$ cat src/rtl/imm_pkg.sv
// ----------------------------------------------------------------------------
// imm_pkg
// Shared constants, types and helpers for the integer matrix multiplier.
// ----------------------------------------------------------------------------
package imm_pkg;

  // Matrix dimension (square), legal range 2..4
  localparam int DIM       = 4;
  localparam int IDX_W     = (DIM > 1) ? $clog2(DIM) : 1;
  localparam int ADDR_W    = $clog2(DIM * DIM);
  localparam int DEPTH     = DIM * DIM;
  localparam int DATA_W    = 32;

  // Port field widths, fixed by the interface
  localparam int OP_W      = 2;
  localparam int FIELD_IDX_W = 2;

  // Operation codes
  localparam logic [OP_W-1:0] OP_WRITE_A = 2'd0;
  localparam logic [OP_W-1:0] OP_WRITE_B = 2'd1;
  localparam logic [OP_W-1:0] OP_COMPUTE = 2'd2;

  localparam logic [IDX_W-1:0] IDX_LAST = IDX_W'(DIM - 1);

  // Sequencer states
  typedef enum logic [1:0] {
    ST_IDLE,
    ST_ISSUE,
    ST_DRAIN,
    ST_HOLD
  } state_t;

  // One read issue from the sequencer into the multiply-accumulate path
  typedef struct packed {
    logic valid;
    logic first;
    logic last;
  } issue_t;

  // Row-major element address
  function automatic logic [ADDR_W-1:0] elem_addr(input logic [IDX_W-1:0] row,
                                                  input logic [IDX_W-1:0] col);
    logic [ADDR_W-1:0] r;
    r = ADDR_W'(row);
    return r * ADDR_W'(DIM) + ADDR_W'(col);
  endfunction

endpackage

$ cat src/rtl/imm_ram.sv
// ----------------------------------------------------------------------------
// imm_ram
// Generic single-write, single-read RAM with registered read data.
// ----------------------------------------------------------------------------
module imm_ram #(
  parameter int WIDTH = 32,
  parameter int DEPTH = 16
) (
  input  logic                     clk,
  input  logic                     we,
  input  logic [$clog2(DEPTH)-1:0] waddr,
  input  logic [WIDTH-1:0]         wdata,
  input  logic [$clog2(DEPTH)-1:0] raddr,
  output logic [WIDTH-1:0]         rdata
);

  logic [WIDTH-1:0] mem [DEPTH];

  always_ff @(posedge clk) begin
    if (we) begin
      mem[waddr] <= wdata;
    end
    rdata <= mem[raddr];
  end

endmodule

$ cat src/rtl/imm_mac.sv
// ----------------------------------------------------------------------------
// imm_mac
// Multiply-accumulate path: RAM data stage, product register, accumulator.
// ----------------------------------------------------------------------------
module imm_mac (
  input  logic                       clk,
  input  logic                       rst,
  input  imm_pkg::issue_t            issue,
  input  logic [imm_pkg::DATA_W-1:0] a_data,
  input  logic [imm_pkg::DATA_W-1:0] b_data,
  output logic                       done,
  output logic [imm_pkg::DATA_W-1:0] acc
);
  import imm_pkg::*;

  issue_t            stage1;   // aligned with RAM read data
  issue_t            stage2;   // aligned with product register
  logic [DATA_W-1:0] prod;
  logic [DATA_W-1:0] acc_next;

  // low word only: wraps mod 2^32, same bits signed or unsigned
  always_ff @(posedge clk) begin
    prod <= DATA_W'(a_data * b_data);
  end

  assign acc_next = stage2.first ? prod : acc + prod;

  always_ff @(posedge clk) begin
    if (stage2.valid) begin
      acc <= acc_next;
    end
  end

  always_ff @(posedge clk) begin
    if (rst) begin
      stage1 <= '0;
      stage2 <= '0;
      done   <= 1'b0;
    end else begin
      stage1 <= issue;
      stage2 <= stage1;
      done   <= stage2.valid && stage2.last;
    end
  end

endmodule

$ cat src/rtl/imm_ctrl.sv
// ----------------------------------------------------------------------------
// imm_ctrl
// Compute sequencer: walks (row, col, k), issues RAM reads, hands results
// to the output register.
// ----------------------------------------------------------------------------
module imm_ctrl (
  input  logic                      clk,
  input  logic                      rst,
  input  logic                      start,
  input  logic                      mac_done,
  input  logic                      out_free,
  output logic                      busy,
  output imm_pkg::issue_t           issue,
  output logic [imm_pkg::ADDR_W-1:0] a_raddr,
  output logic [imm_pkg::ADDR_W-1:0] b_raddr,
  output logic                      load,
  output logic [imm_pkg::IDX_W-1:0] res_row,
  output logic [imm_pkg::IDX_W-1:0] res_col,
  output logic                      res_last
);
  import imm_pkg::*;

  state_t           state;
  state_t           state_next;
  logic [IDX_W-1:0] row;
  logic [IDX_W-1:0] col;
  logic [IDX_W-1:0] k;
  logic             final_elem;

  assign final_elem = (row == IDX_LAST) && (col == IDX_LAST);

  // next state
  always_comb begin
    state_next = state;
    case (state)
      ST_IDLE:  if (start) state_next = ST_ISSUE;
      ST_ISSUE: if (k == IDX_LAST) state_next = ST_DRAIN;
      ST_DRAIN: if (mac_done) state_next = ST_HOLD;
      ST_HOLD:  if (out_free) state_next = final_elem ? ST_IDLE : ST_ISSUE;
      default:  state_next = ST_IDLE;
    endcase
  end

  // outputs
  always_comb begin
    busy        = 1'b1;
    issue       = '0;
    load        = 1'b0;
    case (state)
      ST_IDLE:  busy = 1'b0;
      ST_ISSUE: begin
        issue.valid = 1'b1;
        issue.first = (k == '0);
        issue.last  = (k == IDX_LAST);
      end
      ST_DRAIN: ;
      ST_HOLD:  load = out_free;
      default:  busy = 1'b0;
    endcase
  end

  assign a_raddr  = elem_addr(row, k);
  assign b_raddr  = elem_addr(k, col);
  assign res_row  = row;
  assign res_col  = col;
  assign res_last = final_elem;

  always_ff @(posedge clk) begin
    if (rst) begin
      state <= ST_IDLE;
      row   <= '0;
      col   <= '0;
      k     <= '0;
    end else begin
      state <= state_next;
      case (state)
        ST_IDLE: begin
          row <= '0;
          col <= '0;
          k   <= '0;
        end
        ST_ISSUE: k <= (k == IDX_LAST) ? '0 : k + 1'b1;
        ST_HOLD: begin
          if (out_free) begin
            if (col == IDX_LAST) begin
              col <= '0;
              row <= (row == IDX_LAST) ? '0 : row + 1'b1;
            end else begin
              col <= col + 1'b1;
            end
          end
        end
        default: ;
      endcase
    end
  end

endmodule

$ cat src/rtl/integer_matrix_multiply.sv
// ----------------------------------------------------------------------------
// integer_matrix_multiply
// Square signed 32-bit integer matrix multiplier, C = A x B, DIM x DIM.
// ----------------------------------------------------------------------------
// Matrices A and B live in two RAMs of DIM*DIM words each. A write beat
// (operation 0 for A, 1 for B) stores one element; write beats are taken
// back to back. A compute beat (operation 2) streams DIM*DIM result beats
// in row-major order, last set on the final one. For each result the
// sequencer issues one A and one B read per term through the single RAM
// read ports; the terms then pass the RAM read register, the product
// register and the accumulator, and the sum is loaded into the output
// register before the reads for the next result begin. in_stall is high
// while a compute is in progress, including any output stall. Products
// and sums wrap modulo 2^32. Operation 3 and writes with an index not
// below DIM are dropped. RAM contents are undefined until written; a
// compute must only touch written elements. Writes and compute reads never
// overlap in time, so the RAMs need no forwarding.
// ----------------------------------------------------------------------------
module integer_matrix_multiply (
  input  logic                            clk,
  input  logic                            rst,
  input  logic                            in_valid,
  output logic                            in_stall,
  input  logic [imm_pkg::OP_W-1:0]        operation,
  input  logic [imm_pkg::FIELD_IDX_W-1:0] row_index,
  input  logic [imm_pkg::FIELD_IDX_W-1:0] col_index,
  input  logic signed [imm_pkg::DATA_W-1:0] element_value,
  output logic                            out_valid,
  input  logic                            out_stall,
  output logic [imm_pkg::FIELD_IDX_W-1:0] out_row,
  output logic [imm_pkg::FIELD_IDX_W-1:0] out_col,
  output logic signed [imm_pkg::DATA_W-1:0] product_value,
  output logic                            last
);
  import imm_pkg::*;

  logic              in_accept;
  logic              idx_ok;
  logic [ADDR_W-1:0] waddr;
  logic              we_a;
  logic              we_b;
  logic              start;

  logic              busy;
  issue_t            issue;
  logic [ADDR_W-1:0] a_raddr;
  logic [ADDR_W-1:0] b_raddr;
  logic [DATA_W-1:0] a_data;
  logic [DATA_W-1:0] b_data;
  logic              mac_done;
  logic [DATA_W-1:0] acc;
  logic              load;
  logic              out_free;
  logic [IDX_W-1:0]  res_row;
  logic [IDX_W-1:0]  res_col;
  logic              res_last;

  // input beat decode
  assign in_stall  = busy;
  assign in_accept = in_valid && !in_stall;
  assign idx_ok    = (int'(row_index) < DIM) && (int'(col_index) < DIM);
  assign waddr     = elem_addr(IDX_W'(row_index), IDX_W'(col_index));
  assign we_a      = in_accept && (operation == OP_WRITE_A) && idx_ok;
  assign we_b      = in_accept && (operation == OP_WRITE_B) && idx_ok;
  assign start     = in_accept && (operation == OP_COMPUTE);

  imm_ram #(
    .WIDTH (DATA_W),
    .DEPTH (DEPTH)
  ) u_ram_a (
    .clk   (clk),
    .we    (we_a),
    .waddr (waddr),
    .wdata (element_value),
    .raddr (a_raddr),
    .rdata (a_data)
  );

  imm_ram #(
    .WIDTH (DATA_W),
    .DEPTH (DEPTH)
  ) u_ram_b (
    .clk   (clk),
    .we    (we_b),
    .waddr (waddr),
    .wdata (element_value),
    .raddr (b_raddr),
    .rdata (b_data)
  );

  imm_ctrl u_ctrl (
    .clk      (clk),
    .rst      (rst),
    .start    (start),
    .mac_done (mac_done),
    .out_free (out_free),
    .busy     (busy),
    .issue    (issue),
    .a_raddr  (a_raddr),
    .b_raddr  (b_raddr),
    .load     (load),
    .res_row  (res_row),
    .res_col  (res_col),
    .res_last (res_last)
  );

  imm_mac u_mac (
    .clk    (clk),
    .rst    (rst),
    .issue  (issue),
    .a_data (a_data),
    .b_data (b_data),
    .done   (mac_done),
    .acc    (acc)
  );

  // output register: free when empty or its beat is taken this cycle
  assign out_free = !out_valid || !out_stall;

  always_ff @(posedge clk) begin
    if (rst) begin
      out_valid <= 1'b0;
    end else if (load) begin
      out_valid <= 1'b1;
    end else if (!out_stall) begin
      out_valid <= 1'b0;
    end
  end

  always_ff @(posedge clk) begin
    if (load) begin
      out_row       <= FIELD_IDX_W'(res_row);
      out_col       <= FIELD_IDX_W'(res_col);
      product_value <= acc;
      last          <= res_last;
    end
  end

endmodule
$ cat config.mk
export PLATFORM = sky130hd
export DESIGN_NAME = integer_matrix_multiply
export DESIGN_NICKNAME = d
export VERILOG_FILES = /design/src/rtl/imm_pkg.sv /design/src/rtl/imm_ram.sv /design/src/rtl/imm_mac.sv /design/src/rtl/imm_ctrl.sv /design/src/rtl/integer_matrix_multiply.sv
export SDC_FILE = /design/constraint.sdc
export NUM_CORES = 2
export LEC_CHECK = 0
export CELL_PAD_IN_SITES_DETAIL_PLACEMENT = 1
export CELL_PAD_IN_SITES_GLOBAL_PLACEMENT = 1
export CORE_MARGIN = 5
export CORE_UTILIZATION = 40
export DETAILED_ROUTE_END_ITERATION = 12
export DONT_BUFFER_PORTS = 1
export GPL_ROUTABILITY_DRIVEN = 0
export GPL_TIMING_DRIVEN = 0
export PLACE_DENSITY = 0.71
export SYNTH_ARGS = -nofsm -noshare
export SYNTH_HDL_FRONTEND = slang
export SYNTH_SLANG_ARGS = --single-unit
$ cat constraint.sdc
create_clock -name clk -period 10.75 [get_ports clk]
set_clock_uncertainty 0.1 [all_clocks]
set_input_delay 0.5375 -clock clk [delete_from_list [all_inputs] [get_ports clk]]
set_output_delay 0.5375 -clock clk [all_outputs]
set_load 0.1 [all_outputs]
==> impl_metrics.toml <==
[drt]
first_pass_iters = 5
drcViolationCount = 0
first_iter_violations = 3128
drtAntennaViolNets = 0
wl_per_cell_um = 28.3
drt_wl_total_um = 173000
viasPerCell = 5.50
vias = 33600

[synthesis]
async_flop_share_pct = 0
synth_nets = 4357
synth_top_area_share_pct = 53.9
synth_edf_count = 1093
netlist_area_sq_um = 60900
synth_flop_cell = "edfxtp_1"
avgSynthCellArea_sq_um = 16.3
synth.largest_area_cell = "edfxtp_1"
ys_warn_count = 0
synth-seq-cells = 1205
syn_inst = 3744
synthTopCellsByArea = "edfxtp_1 (54%), fa_1 (13%), mux4_2 (12%)"
synthDistinctLibCells = 83
synth_seq_area_share_pct = 57.6

[clocking]
cts_root_buf = "clkbuf_16"
cts_buffer_depth = 3
htreeDepth = 3
path_clk_slew_ps = 60
cts_resized = 0
clk_latency_ps = 750
cts.sinks = 1205
cts_tree = "done"
numCtsBuffers = 117

[sta]
fin_setup_tns_ps = 0
period_share_pct = 82.2
worst_pin_slew_ps = 1340
worst_slack_ps = 1910
rsz0062_at_grt = "no"
finalHoldViolCount = 0
setup_violations = 0
final.min_clock_period_ps = 8840
slew_viol_final = 0
fmax_ghz = 0.113
slew_headroom_pct = 10.7

[setup_path]
rrSetupSlack_ps = 1910
cp_max_fo = 10
slowest_delay_ps = 990
startpoint_type = "register"
cp-end-kind = "register"
critPathTopFamily = "adder cells"
cp.arrival_ps = 9320
crit_slowest_cell = "clkbuf_1"
crit_buf_inv = 6
cp.required_ps = 11230
crit_type = "reg2reg"
cp_common_cell = "fa_1"
crit_chain = "clkbuf_1, clkbuf_1, and2_1, fa_1, inv_1, fa_1, inv_1, fa_1, inv_1, fa_1, fa_1, fa_1, inv_1, fa_1, fa_1, ha_1, a211o_1, a2111oi_1, nor4b_1, o31ai_1, a21oi_1, o21ai_1, o21ai_1, xnor2_1"

[global_route]
first_global_vias = 36100
grt_antenna_before_repair = 18
track_usage_pct = 22.0
grt_overflow = 0
grt_first_pass_wirelength_um = 254000
grt_max_degree = 36

[place]
dp_slack_ps = 1930
dp_cells = 5832
hpwl_um = 122000
port_buffers = 0
placed_area_sq_um = 64600

[die]
fp.dieH_um = 400
io_pins = 81
die_width_um = 400
initial_core_util_pct = 40.2
core_area_sq_um = 152000
die-area_sq_um = 160000
std_cell_rows = 143

[hold_path]
hold_path.class = "in2reg"

[run_status]
status = "finished, final reports clean"

[final_layout]
fin_cells = 6112
nNetsFinal = 4583
drive_gt1_share_pct = 15.3
area_growth_syn_to_layout_pct = 13.6
filler_cell_count = 14700
fin_area_sq_um = 69100

[run]
cap_violations = 0
-- area by class of cell --
class	instances	area, sq um	area share [%]
sequential	1205	35100	50.7
multi-input combinational	1961	23900	34.5
clock buffer	151	3200	4.63
tap	2030	2540	3.67
timing repair buffer	107	1570	2.27
inverter	404	1520	2.19
clock inverter	71	714	1.03
buffer	174	656	0.948
antenna	9	22.5	0.0326
-- routing by layer --
layer	up-vias	wire [um]	GRT usage, %	share of wire [%]
li1	13900	-	-	-
met1	18100	68300	28.8	39
met2	1336	86800	37.4	50
met3	274	12100	3.82	7.0
met4	2	5840	7.05	3.4
met5	-	10	0	0.0058
-- metrics by stage --
stage / hold slack [ps] / util (%)
CTS: 9.13 / 45.6
finish: 62.9 / 45.6
detailed placement: 327 / 42.6
floorplan: 295 / -
global placement: 303 / 41.8
global route: 90.9 / 45.6
-- synth_stat cells, types with 3 or more instances --
cell type / instances
a211o_1: 3
edfxtp_1: 1093
fa_1: 409
nand4_1: 6
nor2_1: 65
nand2_1: 300
mux4_2: 320
o21ai_1: 11
a211oi_1: 11
nor3_1: 16
o2111ai_1: 3
nand3_1: 13
o21ai_0: 36
a21o_1: 26
inv_1: 402
nor2b_1: 7
xor2_1: 27
dfxtp_1: 112
o21bai_1: 8
o21a_1: 8
and3_1: 5
a21oi_1: 50
o211ai_1: 7
ha_1: 162
buf_1: 25
nor3b_1: 5
a31oi_1: 7
clkbuf_1: 147
o31ai_1: 3
nand2b_1: 14
a221oi_1: 3
xnor2_1: 76
and2_1: 294
nand3b_1: 4
o22ai_1: 3
or4_1: 5
-- worst paths after layout --
check / startpoint / end / cells past startpoint
worst min register to register: u_mac.stage2[0] / u_mac.done / 2
worst min-delay path: out_stall / u_ctrl.res_row[1] / 3
worst max register to register: u_ram_a.rdata[4] / u_mac.prod[31] / 24
worst max-delay path: u_ram_a.rdata[4] / u_mac.prod[31] / 24
-- worst register-to-register path: stages (launching register included) --
cell	delay, ps
dfxtp_1	310
clkbuf_1	850
clkbuf_1	1000
and2_1	300
fa_1	420
inv_1	80
fa_1	170
inv_1	50
fa_1	470
inv_1	50
fa_1	400
fa_1	510
fa_1	540
inv_1	50
fa_1	500
fa_1	420
ha_1	360
a211o_1	310
a2111oi_1	440
nor4b_1	140
o31ai_1	470
a21oi_1	250
o21ai_1	260
o21ai_1	120
xnor2_1	130
-- sequential cells by signal, summed over array words and instances (netlist names), 32 cells and up --
name and flops:
u_mac.acc 32, u_ram_b.mem 512, u_mac.prod 32, u_ram_a.rdata 32, product_value 32, u_ram_b.rdata 32
u_ram_a.mem 512
-- cells by family after synthesis --
family                   synth area share, %
flip-flops                              57.6
multiplexers                            11.9
buffers and inverters                   3.57
AO/OA/AOI/OAI                           2.39
XOR/XNOR                                1.48
AND/OR/NAND/NOR                         6.26
adder cells (fa/ha/maj)                 16.8
-- repair_timing --
action / in CTS / in global routing
hold buffers: 49 / 0
endpoints found under the hold margin: 1031 / 0
buffers inserted: 0 / 0
-- cells in the final DEF (no fill, tap or decap), types with 27 or more instances in the layout --
cell type      instances
a21oi_1               50
and2_1               293
buf_12                36
clkbuf_1             170
clkbuf_16            120
clkinv_1              27
dfxtp_1              111
dlygate4sd3_1         34
edfxtp_1            1093
fa_1                 409
ha_1                 162
inv_1                402
mux4_2               320
nand2_1              300
nor2_1                41
o21ai_0               36
xnor2_1               76
xor2_1                27
Power is left out: the tool's default activity adds up to more than one toggle a clock period on the data nets, which glitch-free logic cannot reach.
